==> src/sv/pse_pkg.sv <==
// ----------------------------------------------------------------------------
// pse_pkg
// Shared types and constants of the postfix stack evaluator.
// ----------------------------------------------------------------------------
package pse_pkg;

  // Default operand stack depth
  localparam int unsigned STACK_DEPTH_DEF = 64;

  // Command queue between front and back
  localparam int unsigned QUEUE_DEPTH = 4;
  localparam int unsigned QUEUE_AW    = $clog2(QUEUE_DEPTH);
  localparam int unsigned QUEUE_CW    = $clog2(QUEUE_DEPTH + 1);

  // Iterative divider
  localparam int unsigned DIV_STEPS = 32;
  localparam int unsigned DIV_SW    = $clog2(DIV_STEPS);

  // Character codes
  localparam logic [7:0] CH_ZERO  = 8'h30;
  localparam logic [7:0] CH_NINE  = 8'h39;
  localparam logic [7:0] CH_PLUS  = 8'h2B;
  localparam logic [7:0] CH_MINUS = 8'h2D;
  localparam logic [7:0] CH_STAR  = 8'h2A;
  localparam logic [7:0] CH_SLASH = 8'h2F;

  // Input op field
  localparam logic OP_CHAR = 1'b0;
  localparam logic OP_END  = 1'b1;

  // Result status
  typedef enum logic [1:0] {
    ST_OK        = 2'd0,
    ST_UNDERFLOW = 2'd1,
    ST_OVERFLOW  = 2'd2,
    ST_EMPTY     = 2'd3
  } status_e;

  // Classified command kinds
  typedef enum logic [2:0] {
    K_DIGIT,
    K_ADD,
    K_SUB,
    K_MUL,
    K_DIV,
    K_OTHER,
    K_END
  } kind_e;

  typedef struct packed {
    kind_e      kind;
    logic [3:0] digit;
  } cmd_t;

endpackage

==> src/sv/pse_if.sv <==
// ----------------------------------------------------------------------------
// pse_if
// Valid/ready channels for expression characters and results.
// ----------------------------------------------------------------------------
interface pse_in_if;
  logic       valid;
  logic       ready;
  logic       op;
  logic [7:0] ch;

  modport source (output valid, output op, output ch, input ready);
  modport sink   (input valid, input op, input ch, output ready);
endinterface

interface pse_out_if;
  logic               valid;
  logic               ready;
  logic signed [31:0] value;
  logic        [1:0]  status;

  modport source (output valid, output value, output status, input ready);
  modport sink   (input valid, input value, input status, output ready);
endinterface

==> src/sv/pse_front.sv <==
// ----------------------------------------------------------------------------
// pse_front
// Accepts characters and end markers and decodes them into commands.
// ----------------------------------------------------------------------------
module pse_front (
  pse_in_if.sink       in_i,
  input  logic         q_full_i,
  output logic         q_push_o,
  output pse_pkg::cmd_t q_cmd_o
);

  // Take a transfer whenever the queue has room
  assign in_i.ready = !q_full_i;
  assign q_push_o   = in_i.valid && !q_full_i;

  // Decode the character
  always_comb begin
    q_cmd_o.digit = 4'(in_i.ch - pse_pkg::CH_ZERO);
    if (in_i.op == pse_pkg::OP_END) begin
      q_cmd_o.kind = pse_pkg::K_END;
    end else if (in_i.ch >= pse_pkg::CH_ZERO && in_i.ch <= pse_pkg::CH_NINE) begin
      q_cmd_o.kind = pse_pkg::K_DIGIT;
    end else if (in_i.ch == pse_pkg::CH_PLUS) begin
      q_cmd_o.kind = pse_pkg::K_ADD;
    end else if (in_i.ch == pse_pkg::CH_MINUS) begin
      q_cmd_o.kind = pse_pkg::K_SUB;
    end else if (in_i.ch == pse_pkg::CH_STAR) begin
      q_cmd_o.kind = pse_pkg::K_MUL;
    end else if (in_i.ch == pse_pkg::CH_SLASH) begin
      q_cmd_o.kind = pse_pkg::K_DIV;
    end else begin
      q_cmd_o.kind = pse_pkg::K_OTHER;
    end
  end

endmodule

==> src/sv/pse_fifo.sv <==
// ----------------------------------------------------------------------------
// pse_fifo
// Short command queue that decouples the front from the back.
// ----------------------------------------------------------------------------
module pse_fifo (
  input  logic          clk_i,
  input  logic          rst_ni,
  input  logic          push_i,
  input  pse_pkg::cmd_t data_i,
  output logic          full_o,
  input  logic          pop_i,
  output logic          valid_o,
  output pse_pkg::cmd_t data_o
);

  pse_pkg::cmd_t                     mem_q [pse_pkg::QUEUE_DEPTH];
  logic [pse_pkg::QUEUE_AW-1:0]      wr_q, rd_q;
  logic [pse_pkg::QUEUE_CW-1:0]      cnt_q;
  logic                              do_push, do_pop;

  assign full_o  = (cnt_q == pse_pkg::QUEUE_CW'(pse_pkg::QUEUE_DEPTH));
  assign valid_o = (cnt_q != '0);
  assign data_o  = mem_q[rd_q];
  assign do_push = push_i && !full_o;
  assign do_pop  = pop_i && valid_o;

  // Advance pointers and fill level
  always_ff @(posedge clk_i or negedge rst_ni) begin
    if (!rst_ni) begin
      wr_q  <= '0;
      rd_q  <= '0;
      cnt_q <= '0;
    end else begin
      if (do_push) begin
        wr_q <= (wr_q == pse_pkg::QUEUE_AW'(pse_pkg::QUEUE_DEPTH - 1)) ? '0 : wr_q + 1'b1;
      end
      if (do_pop) begin
        rd_q <= (rd_q == pse_pkg::QUEUE_AW'(pse_pkg::QUEUE_DEPTH - 1)) ? '0 : rd_q + 1'b1;
      end
      if (do_push && !do_pop) begin
        cnt_q <= cnt_q + 1'b1;
      end else if (do_pop && !do_push) begin
        cnt_q <= cnt_q - 1'b1;
      end
    end
  end

  // Store entries
  always_ff @(posedge clk_i) begin
    if (do_push) begin
      mem_q[wr_q] <= data_i;
    end
  end

endmodule

==> src/sv/pse_div.sv <==
// ----------------------------------------------------------------------------
// pse_div
// Radix-2 restoring divider, signed, truncating toward zero; x/0 gives 0.
// ----------------------------------------------------------------------------
module pse_div (
  input  logic        clk_i,
  input  logic        rst_ni,
  input  logic        start_i,
  input  logic [31:0] dividend_i,
  input  logic [31:0] divisor_i,
  output logic        done_o,
  output logic [31:0] quotient_o
);

  logic                        busy_q, done_q;
  logic [pse_pkg::DIV_SW-1:0]  step_q;
  logic                        neg_q, zero_q;
  logic [31:0]                 rem_q, quo_q, dvs_q;
  logic [32:0]                 rem_sh, trial;

  assign rem_sh     = {rem_q, quo_q[31]};
  assign trial      = rem_sh - {1'b0, dvs_q};
  assign done_o     = done_q;
  assign quotient_o = zero_q ? '0 : (neg_q ? (32'd0 - quo_q) : quo_q);

  // Sequence the steps
  always_ff @(posedge clk_i or negedge rst_ni) begin
    if (!rst_ni) begin
      busy_q <= 1'b0;
      done_q <= 1'b0;
      step_q <= '0;
    end else begin
      done_q <= !start_i && busy_q
                && (step_q == pse_pkg::DIV_SW'(pse_pkg::DIV_STEPS - 1));
      if (start_i) begin
        busy_q <= 1'b1;
        step_q <= '0;
      end else if (busy_q) begin
        step_q <= step_q + 1'b1;
        if (step_q == pse_pkg::DIV_SW'(pse_pkg::DIV_STEPS - 1)) begin
          busy_q <= 1'b0;
        end
      end
    end
  end

  // Load magnitudes, then shift and subtract one bit per cycle
  always_ff @(posedge clk_i) begin
    if (start_i) begin
      quo_q  <= dividend_i[31] ? (32'd0 - dividend_i) : dividend_i;
      dvs_q  <= divisor_i[31] ? (32'd0 - divisor_i) : divisor_i;
      rem_q  <= '0;
      neg_q  <= dividend_i[31] ^ divisor_i[31];
      zero_q <= (divisor_i == '0);
    end else if (busy_q) begin
      if (!trial[32]) begin
        rem_q <= trial[31:0];
        quo_q <= {quo_q[30:0], 1'b1};
      end else begin
        rem_q <= rem_sh[31:0];
        quo_q <= {quo_q[30:0], 1'b0};
      end
    end
  end

endmodule

==> src/sv/pse_back.sv <==
// ----------------------------------------------------------------------------
// pse_back
// Executes commands on the operand stack and produces end results.
// ----------------------------------------------------------------------------
module pse_back #(
  parameter int unsigned STACK_DEPTH = pse_pkg::STACK_DEPTH_DEF
) (
  input  logic          clk_i,
  input  logic          rst_ni,
  input  logic          cmd_valid_i,
  input  pse_pkg::cmd_t cmd_i,
  output logic          cmd_pop_o,
  output logic          div_start_o,
  output logic [31:0]   div_a_o,
  output logic [31:0]   div_b_o,
  input  logic          div_done_i,
  input  logic [31:0]   div_q_i,
  pse_out_if.source     out_o
);

  localparam int unsigned CW = $clog2(STACK_DEPTH + 1);
  localparam int unsigned AW = $clog2(STACK_DEPTH);

  typedef enum logic [1:0] {S_IDLE, S_FILL, S_DIV} state_e;

  state_e            state_q;
  logic [CW-1:0]     cnt_q;
  pse_pkg::status_e  err_q;
  logic              out_valid_q;

  // Top two entries live in registers, the rest in the memory
  logic [31:0]       top_q, nos_q, res_q, rd_q;
  logic signed [31:0] out_value_q;
  pse_pkg::status_e  out_status_q;
  logic [31:0]       stack_mem [STACK_DEPTH];

  logic              can_emit, end_fire, push_fire, op_fire, fill_fire;
  logic [AW-1:0]     wr_addr, rd_addr;
  logic [31:0]       alu_res, digit_val;

  assign can_emit  = !out_valid_q || out_o.ready;
  assign digit_val = {28'd0, cmd_i.digit};
  assign wr_addr   = AW'(cnt_q - CW'(2));
  assign rd_addr   = (cnt_q >= CW'(3)) ? AW'(cnt_q - CW'(3)) : '0;

  assign end_fire  = (state_q == S_IDLE) && cmd_valid_i && (cmd_i.kind == pse_pkg::K_END)
                     && can_emit;
  assign push_fire = (state_q == S_IDLE) && cmd_valid_i && (cmd_i.kind == pse_pkg::K_DIGIT)
                     && (err_q == pse_pkg::ST_OK) && (cnt_q < CW'(STACK_DEPTH));
  assign op_fire   = (state_q == S_IDLE) && cmd_valid_i && (cmd_i.kind != pse_pkg::K_DIGIT)
                     && (cmd_i.kind != pse_pkg::K_END) && (err_q == pse_pkg::ST_OK)
                     && (cnt_q >= CW'(2));
  assign fill_fire = (state_q == S_FILL) || ((state_q == S_DIV) && div_done_i);

  assign cmd_pop_o   = (state_q == S_IDLE) && cmd_valid_i
                       && ((cmd_i.kind != pse_pkg::K_END) || can_emit);
  assign div_start_o = op_fire && (cmd_i.kind == pse_pkg::K_DIV);
  assign div_a_o     = nos_q;
  assign div_b_o     = top_q;

  assign out_o.valid  = out_valid_q;
  assign out_o.value  = out_value_q;
  assign out_o.status = out_status_q;

  // Short arithmetic: add, subtract, multiply, unknown gives zero
  always_comb begin
    unique case (cmd_i.kind)
      pse_pkg::K_ADD: alu_res = nos_q + top_q;
      pse_pkg::K_SUB: alu_res = nos_q - top_q;
      pse_pkg::K_MUL: alu_res = nos_q * top_q;
      default:        alu_res = '0;
    endcase
  end

  // Control: sequence, depth, first error, result valid
  always_ff @(posedge clk_i or negedge rst_ni) begin
    if (!rst_ni) begin
      state_q     <= S_IDLE;
      cnt_q       <= '0;
      err_q       <= pse_pkg::ST_OK;
      out_valid_q <= 1'b0;
    end else begin
      // Raise the result on an end, drop it once transferred
      if (end_fire) begin
        out_valid_q <= 1'b1;
      end else if (out_o.ready) begin
        out_valid_q <= 1'b0;
      end
      unique case (state_q)
        S_IDLE: begin
          if (end_fire) begin
            cnt_q <= '0;
            err_q <= pse_pkg::ST_OK;
          end else if (cmd_valid_i && err_q == pse_pkg::ST_OK) begin
            if (cmd_i.kind == pse_pkg::K_DIGIT) begin
              if (push_fire) begin
                cnt_q <= cnt_q + 1'b1;
              end else begin
                err_q <= pse_pkg::ST_OVERFLOW;
              end
            end else if (cmd_i.kind != pse_pkg::K_END) begin
              if (op_fire) begin
                state_q <= (cmd_i.kind == pse_pkg::K_DIV) ? S_DIV : S_FILL;
              end else begin
                err_q <= pse_pkg::ST_UNDERFLOW;
              end
            end
          end
        end
        S_FILL: begin
          cnt_q   <= cnt_q - 1'b1;
          state_q <= S_IDLE;
        end
        S_DIV: begin
          if (div_done_i) begin
            cnt_q   <= cnt_q - 1'b1;
            state_q <= S_IDLE;
          end
        end
        default: state_q <= S_IDLE;
      endcase
    end
  end

  // Datapath registers
  always_ff @(posedge clk_i) begin
    if (push_fire) begin
      nos_q <= top_q;
      top_q <= digit_val;
    end else if (fill_fire) begin
      top_q <= (state_q == S_DIV) ? div_q_i : res_q;
      nos_q <= rd_q;
    end
    if (op_fire) begin
      res_q <= alu_res;
    end
    if (end_fire) begin
      if (err_q != pse_pkg::ST_OK) begin
        out_value_q  <= '0;
        out_status_q <= err_q;
      end else if (cnt_q == '0) begin
        out_value_q  <= '0;
        out_status_q <= pse_pkg::ST_EMPTY;
      end else begin
        out_value_q  <= top_q;
        out_status_q <= pse_pkg::ST_OK;
      end
    end
  end

  // Spill on push, fetch the new second entry on pop
  always_ff @(posedge clk_i) begin
    if (push_fire && cnt_q >= CW'(2)) begin
      stack_mem[wr_addr] <= nos_q;
    end
    if (op_fire) begin
      rd_q <= stack_mem[rd_addr];
    end
  end

  // Depth never exceeds the stack size
  a_depth: assert property (@(posedge clk_i) disable iff (!rst_ni)
    cnt_q <= CW'(STACK_DEPTH))
    else $error("operand stack depth out of range");

  // An end clears depth and error
  a_end_clear: assert property (@(posedge clk_i) disable iff (!rst_ni)
    end_fire |=> (cnt_q == '0) && (err_q == pse_pkg::ST_OK))
    else $error("stack not cleared after end");

  // After an error the depth only changes at an end
  a_err_freeze: assert property (@(posedge clk_i) disable iff (!rst_ni)
    (err_q != pse_pkg::ST_OK) && !end_fire |=> $stable(cnt_q))
    else $error("stack changed while in error");

  // An operator pops exactly one entry when it completes
  a_pop: assert property (@(posedge clk_i) disable iff (!rst_ni)
    fill_fire |=> cnt_q == $past(cnt_q) - 1'b1)
    else $error("operator did not pop one entry");

endmodule

==> src/sv/postfix_stack_evaluator_unit.sv <==
// ----------------------------------------------------------------------------
// postfix_stack_evaluator_unit
// Postfix expression evaluator over a 32-bit signed operand stack.
// ----------------------------------------------------------------------------
// A character item is decoded at the input and queued (four entries); the
// back end then runs it on the stack. Digits, end items and characters after
// an error finish in the idle state; + - * and unknown characters compute and
// fetch the next stack entry from the stack memory in the idle state, then
// write back in the fill state; / waits in the divide state for the bit-serial
// divider, which retires one quotient bit a cycle, then writes back. An end
// item waits only if the previous result is not yet taken. Value 0 and a
// status code are returned on underflow, overflow or an empty stack at end.
module postfix_stack_evaluator_unit #(
  parameter int unsigned STACK_DEPTH = pse_pkg::STACK_DEPTH_DEF
) (
  input  logic      clk_i,
  input  logic      rst_ni,
  pse_in_if.sink    in_i,
  pse_out_if.source out_o
);

  logic          q_full, q_push, q_valid, q_pop;
  pse_pkg::cmd_t q_cmd_in, q_cmd_out;
  logic          div_start, div_done;
  logic [31:0]   div_a, div_b, div_q;

  pse_front u_front (
    .in_i     (in_i),
    .q_full_i (q_full),
    .q_push_o (q_push),
    .q_cmd_o  (q_cmd_in)
  );

  pse_fifo u_fifo (
    .clk_i   (clk_i),
    .rst_ni  (rst_ni),
    .push_i  (q_push),
    .data_i  (q_cmd_in),
    .full_o  (q_full),
    .pop_i   (q_pop),
    .valid_o (q_valid),
    .data_o  (q_cmd_out)
  );

  pse_div u_div (
    .clk_i      (clk_i),
    .rst_ni     (rst_ni),
    .start_i    (div_start),
    .dividend_i (div_a),
    .divisor_i  (div_b),
    .done_o     (div_done),
    .quotient_o (div_q)
  );

  pse_back #(
    .STACK_DEPTH (STACK_DEPTH)
  ) u_back (
    .clk_i       (clk_i),
    .rst_ni      (rst_ni),
    .cmd_valid_i (q_valid),
    .cmd_i       (q_cmd_out),
    .cmd_pop_o   (q_pop),
    .div_start_o (div_start),
    .div_a_o     (div_a),
    .div_b_o     (div_b),
    .div_done_i  (div_done),
    .div_q_i     (div_q),
    .out_o       (out_o)
  );

endmodule
==> src/flat_wrapper.sv <==
// flat-port wrapper written by rule: the top's interface ports become plain ports
module postfix_stack_evaluator_unit_flat 
#(
  parameter int unsigned STACK_DEPTH = pse_pkg::STACK_DEPTH_DEF
)
  (clk_i, rst_ni, in_i_valid, in_i_op, in_i_ch, in_i_ready, out_o_valid, out_o_value, out_o_status, out_o_ready);
  pse_in_if in_i_i ();
  pse_out_if out_o_i ();
  input  logic clk_i;
  input  logic rst_ni;
  input wire logic [$bits(in_i_i.valid)-1:0] in_i_valid;
  input wire logic [$bits(in_i_i.op)-1:0] in_i_op;
  input wire logic [$bits(in_i_i.ch)-1:0] in_i_ch;
  output wire logic [$bits(in_i_i.ready)-1:0] in_i_ready;
  output wire logic [$bits(out_o_i.valid)-1:0] out_o_valid;
  output wire logic [$bits(out_o_i.value)-1:0] out_o_value;
  output wire logic [$bits(out_o_i.status)-1:0] out_o_status;
  input wire logic [$bits(out_o_i.ready)-1:0] out_o_ready;
  assign in_i_i.valid = in_i_valid;
  assign in_i_i.op = in_i_op;
  assign in_i_i.ch = in_i_ch;
  assign in_i_ready = in_i_i.ready;
  assign out_o_valid = out_o_i.valid;
  assign out_o_value = out_o_i.value;
  assign out_o_status = out_o_i.status;
  assign out_o_i.ready = out_o_ready;
  postfix_stack_evaluator_unit #(.STACK_DEPTH(STACK_DEPTH)) u_core (.clk_i(clk_i), .rst_ni(rst_ni), .in_i(in_i_i), .out_o(out_o_i));
endmodule
==> config.mk <==
export PLATFORM = sky130hd
export DESIGN_NAME = postfix_stack_evaluator_unit_flat
export DESIGN_NICKNAME = d
export VERILOG_FILES = /design/src/sv/pse_pkg.sv /design/src/sv/pse_if.sv /design/src/sv/pse_front.sv /design/src/sv/pse_fifo.sv /design/src/sv/pse_div.sv /design/src/sv/pse_back.sv /design/src/sv/postfix_stack_evaluator_unit.sv /design/src/flat_wrapper.sv
export SDC_FILE = /design/constraint.sdc
export NUM_CORES = 2
export LEC_CHECK = 0
export BUFFER_PORTS_ARGS = -buffer_cell sky130_fd_sc_hd__buf_2
export CAP_MARGIN = 30
export CELL_PAD_IN_SITES_DETAIL_PLACEMENT = 0
export CELL_PAD_IN_SITES_GLOBAL_PLACEMENT = 2
export CORE_MARGIN = 5
export CORE_UTILIZATION = 45
export CTS_BUF_LIST = sky130_fd_sc_hd__clkbuf_8
export CTS_CLUSTER_DIAMETER = 80
export CTS_CLUSTER_SIZE = 24
export DETAILED_ROUTE_END_ITERATION = 8
export GPL_TIMING_DRIVEN = 0
export PLACE_DENSITY = 0.81
export RECOVER_POWER = 100
export SKIP_CTS_REPAIR_TIMING = 1
export SYNTH_ARGS = -nofsm -noshare
export SYNTH_HDL_FRONTEND = slang
export SYNTH_SLANG_ARGS = --single-unit
==> constraint.sdc <==
create_clock -name clk_i -period 7.7 [get_ports clk_i]
set_clock_uncertainty 0.15 [all_clocks]
set_input_delay 1.54 -clock clk_i [delete_from_list [all_inputs] [get_ports clk_i]]
set_output_delay 1.54 -clock clk_i [all_outputs]
set_load 0.02 [all_outputs]
* Word-level counts from Yosys, hierarchy flattened
Memories as Yosys holds them, arrays and structs flattened. A register that Yosys moved wholly into a read port is not among the register bits. Cells that the tools add are included.
Storage, ports and cells: memories 2, input port bits 13, flip-flop bits (word level) 254, logic and storage cells 182, bits in writable memories 2076, output and inout bits 36
Memories:
- u_core.u_back.stack_mem | depth 64, bits a word 32, rd ports 1, clocked after memory_dff 1, wr ports 1, line pse_back.sv:35 | logic [31:0] stack_mem [STACK_DEPTH];
- u_core.u_fifo.mem_q | depth 4, bits a word 7, rd ports 1, clocked after memory_dff 0, wr ports 1, line pse_fifo.sv:16 | pse_pkg::cmd_t mem_q [pse_pkg::QUEUE_DEPTH];
Cells by class: $mul 1, reduce and logical (&&, ||, !) cells 50, order comparisons 5, $add $sub $neg 16, mux-type cells 58, bitwise gates (word level) 1, equality and inequality tests 27
Operators by type and width (count):
- $mux W32 | 9
- $pmux W32 S3 | 1
- $sub A1 B32 Y32 const A | 3
- $mux W7 | 5
- $mux W2 | 17
- $sub A33 B32 Y33 | 1
- $add A32 B32 Y32 | 1
- $eq A8 B6 Y1 const B | 4
- $logic_not A32 Y1 | 1
- $mul A32 B32 Y32 | 1
- $sub A32 B32 Y32 | 1
- $mux W31 | 1
- $logic_and A1 B1 Y1 | 23
- $mux W3 | 7
- $pmux W7 S3 | 1
- $ge A7 B2 Y1 const B | 2
- $reduce_bool A2 Y1 | 6
- $reduce_bool A3 Y1 | 4
- $sub A6 B2 Y6 const B | 2
- $mux W1 | 11
- $mux W5 | 2
- $reduce_and A5 Y1 | 2
- $eq A3 B3 Y1 const B | 3
- $ne A3 B2 Y1 const B | 3
- other kinds (29) | 47

* Logic depth before layout (Yosys ltp)
word-level depth 12, gate-level depth with buffers 28, gate-level depth less buffers 26

* Hierarchy
Synthesis repeated with hierarchy kept, for this count alone.
Second synthesis, totals: cell total of the unflattened synthesis 7697, area, all modules 112701.8 um^2
By module, submodules not included:
- pse_back | area each 103341.6 um^2, cells an instance 6705, times used 1
- pse_div | area each 7746.2 um^2, cells an instance 899, times used 1
- pse_fifo | area each 1478.9 um^2, cells an instance 74, times used 1
- pse_front | area each 135.1 um^2, cells an instance 19, times used 1

* Worst setup path before layout
Ideal clock, no wire load.
path type reg-to-reg, start register u_core.u_back.nos_q[16] (netlist: u_core.u_back.div_a_o[16]), end register u_core.u_back.res_q[30], data pin, library setup time 0.274 ns, path buffers 2, path slack -0.341 ns, period minus slack after synthesis 8.041 ns, arrival time 7.617 ns, cell stages (with the launch flop) 27, required time 7.276 ns, path through edfxtp_1 -> clkbuf_1 -> clkbuf_1 -> and2_1 -> fa_1 -> inv_1 -> fa_1 -> fa_1 -> fa_1 -> inv_1 -> fa_1 -> inv_1 -> fa_1 -> inv_1 -> fa_1 -> fa_1 -> ha_1 -> a21o_1 -> a21o_1 -> nand2_1 -> a21oi_1 -> o41a_1 -> a2111o_1 -> o211ai_1 -> o21ai_0 -> xnor2_1 -> o22ai_1
Between the ends: word-level cells in the longest chain between the ends 2, elaborated cells on any way between the ends 4
RTL lines:
- start: declaration | line pse_back.sv:32 | logic [31:0] top_q, nos_q, res_q, rd_q;
- start signal: assignment | line pse_back.sv:128 | nos_q <= top_q;
- start signal: assignment | line pse_back.sv:132 | nos_q <= rd_q;
- $mul A32 B32 Y32 (tied with other cells) | line pse_back.sv:70 | pse_pkg::K_MUL: alu_res = nos_q * top_q;
- $pmux W32 S3 (*) | line pse_back.sv:67 | unique case (cmd_i.kind)
- via u_core.u_back.alu_res[30] | line pse_back.sv:39 | logic [31:0] alu_res, digit_val;
- end signal: assignment | line pse_back.sv:135 | res_q <= alu_res;
- end: declaration | line pse_back.sv:32
The timed path passes the listed nets; every way through them passes the cells marked *. A chain may end at the register's enable or synchronous reset.

* Final worst setup path
Ends and elaborated chain as after synthesis.

==> impl_metrics.ini <==
[setup_path]
reg2reg_depth = 24
required_ns = 8.24
critPathBufInv = 4
path_delay_family = adder cells
start_kind = flop
crit_top_cell = fa_1
cp.depth = 24
critPathArrivalTime_ns = 8.50
crit_path_end_kind = flop
cp_max_fo = 5
criticalPathCategory = reg -> reg
crit_chain = buf_8, buf_12, and2_4, fa_1, inv_2, fa_1, fa_2, fa_1, inv_2, fa_1, fa_1, fa_2, fa_2, ha_4, a21o_1, a21o_1, nand2_1, a21oi_1, o41a_1, a2111o_1, o211ai_1, o21ai_2, xnor2_2, o22ai_2
cp_slowest_cell = fa_2
slowest_delay_ns = 0.64

[cts]
clk_pin_slew_ns = 0.14
cts_tree = yes
cts_buffers = 130
insertion_delay_ns = 1.03
cts_root_buf = clkbuf_8
htreeDepth = 4
cts_buffer_depth = 3
cts_sinks = 2362

[cells_and_area]
finalNetCount = 8497
fill_cells = 20540
drive_gt1_share_pct = 14.76
fin_area_sq_um = 125300
syn2layout_area_growth_pct = 12.33
final_common_cell = edfxtp_1
instances_no_fill = 11250
layout_common_cells = edfxtp_1 (2276), nand2_1 (525), inv_1 (454)

[global_route]
grt_max_degree = 42
antenna_found_initial = 41
track_usage_pct = 26.66
grt.overflow.total = 0
grt_pass1_wl_um = 492000
grt_pass1_vias = 66770

[run_status]
violations = capacitance limit, slew limit, setup timing
outcome = finished, violations left

[logic_synthesis]
synth_top_area_share_pct = 61.28
synthTopCellsByArea = edfxtp_1 (61%), mux4_2 (7.8%), fa_1 (7.4%)
dominantRegCellSynth = edfxtp_1
syn_area_sq_um = 111500
syn_inst = 7321
ys_seq_area_share_pct = 62.94
syn-mean-instance-area_sq_um = 15.24
ys_warn_count = 0
ys_seq_elements = 2362
synth_edf_count = 2276
synth.distinct_cells = 81
yosysTopAreaCell = edfxtp_1
synth_async_sr_flop_share_pct = 1.101

[place]
port-buffer-count = 48
gp_congestion = 0.9674
placedCellCount = 10980
dpl_cell_area_sq_um = 122300
dp.final_hpwl_um = 263600

[run]
cap_violations = 5

[min_path]
holdPathStages = 2
worstHoldPathType = reg -> reg

[drt]
dr.first_iter.drc_count = 8778
wirelength_um = 346700
ant_nets = 0
drcViolationCount = 0
viasPerCell = 6.054
drtPass1Iterations = 6
detail_route.wl_per_cell_um = 30.83
vias = 68090

[timing]
rsz0062_at_grt = yes
fmax_mhz = 125.6
slew_headroom_pct = -6.562
fin_crit_ns = 7.961
worst_pin_slew_ns = 1.598
setup_viol = 2
whs_ns = 0.3443
hold_viol = 0
setup_ws_ns = -0.2612
slew_viol_final = 112
timing.final.crit_share_pct = 103.4

[die]
start_util_pct = 45.27
core_region_area_sq_um = 246400
die_w_um = 507.9
pin_count = 49
die_h_um = 507.9
row_count = 182
dieArea_sq_um = 257900
stage by stage:
stage | util [%] | worst slack (ns) | setup TNS [ns]
6_report | 50.85 | -0.2612 | -0.4948
2_1_floorplan | - | -0.06451 | -0.06451
3_3_place_gp | 47.23 | -4.038 | -396.18
4_1_cts | 50.61 | -1.805 | -20.51
3_5_place_dp | 49.63 | -1.786 | -19.02
5_1_grt | 50.84 | -0.3356 | -0.6904
registers in the layout, indices dropped and copies added, names as in the netlist, 3 cells and up:
| name | flops |
|---|---|
| u_core.u_back.cnt_q | 7 |
| u_core.u_div.rem_q | 32 |
| u_core.u_div.step_q | 5 |
| u_core.u_fifo.mem_q | 28 |
| u_core.u_back.div_b_o | 32 |
| u_core.u_back.stack_mem | 2048 |
| u_core.u_back.rd_q | 32 |
| u_core.u_div.quo_q | 32 |
| u_core.u_fifo.cnt_q | 3 |
| u_core.u_div.dvs_q | 32 |
| u_core.u_back.res_q | 32 |
| u_core.u_back.out_o.value | 32 |
| u_core.u_back.div_a_o | 32 |
cell type report:
type | instances | area (sq um) | share of cell area, %
plain buffers | 470 | 2237 | 1.786
multi-input cells | 4069 | 38880 | 31.03
well taps | 3312 | 4144 | 3.307
diodes | 16 | 40.04 | 0.03196
inverters | 454 | 1704 | 1.360
repair buffers | 381 | 5657 | 4.515
clock buffers | 130 | 1789 | 1.428
flip-flops and latches | 2362 | 70210 | 56.04
clock inverters | 53 | 629.4 | 0.5023
routing by layer:
layer	vias up	track usage (%)	wire length [um]
met5	-	0	58
met4	8	11.29	17480
met3	582	5.043	32690
met2	3425	41.09	158000
met1	35390	37.45	138500
li1	28680	-	-
synth_stat cells (26+ instances only):
cell type / instances
o31ai_1: 35
a21oi_1: 117
or3_1: 27
o211ai_1: 44
nand2b_1: 64
buf_1: 52
a31oi_1: 37
nor3_1: 36
mux2i_1: 38
a221oi_1: 30
dfxtp_1: 60
inv_1: 451
o221ai_1: 259
clkbuf_1: 428
nand3_1: 35
o22ai_1: 285
xnor2_1: 160
nand2_1: 527
ha_1: 205
and2_1: 344
nor2_1: 179
xor2_1: 104
dfrtp_1: 26
edfxtp_1: 2276
o21ai_0: 442
fa_1: 411
mux4_2: 387
a21o_1: 34
worst paths after layout:
kind                                           startpoint                         to  slack (ns)
worst max register to register  u_core.u_back.div_a_o[16]    u_core.u_back.res_q[30]       -0.26
worst min register to register     u_core.u_div.rem_q[17]     u_core.u_div.rem_q[18]        0.34
min in group asynchronous                          rst_ni  u_core.u_back.out_o.valid        0.53
worst min-delay path               u_core.u_div.rem_q[17]     u_core.u_div.rem_q[18]        0.34
worst max-delay path            u_core.u_back.div_a_o[16]    u_core.u_back.res_q[30]       -0.26
max in group asynchronous                          rst_ni     u_core.u_back.cnt_q[4]        6.28
cells by family after synthesis:
| group | share of synthesized area [%] |
|---|---|
| fa+ha+maj | 9.677 |
| compound gates | 8.106 |
| buf+inv | 3.234 |
| simple gates | 5.784 |
| other cells | 0.003362 |
| xor+xnor | 2.073 |
| mux | 8.186 |
| flops | 62.94 |
tightest hold or removal path, cell delays in order (launching register included):
cell and delay [ns]:
dfxtp_1 0.33, nand2_1 0.05, a31oi_1 0.07
Power is left out: the tool's default activity adds up to more than one toggle a clock period on the data nets, which glitch-free logic cannot reach.
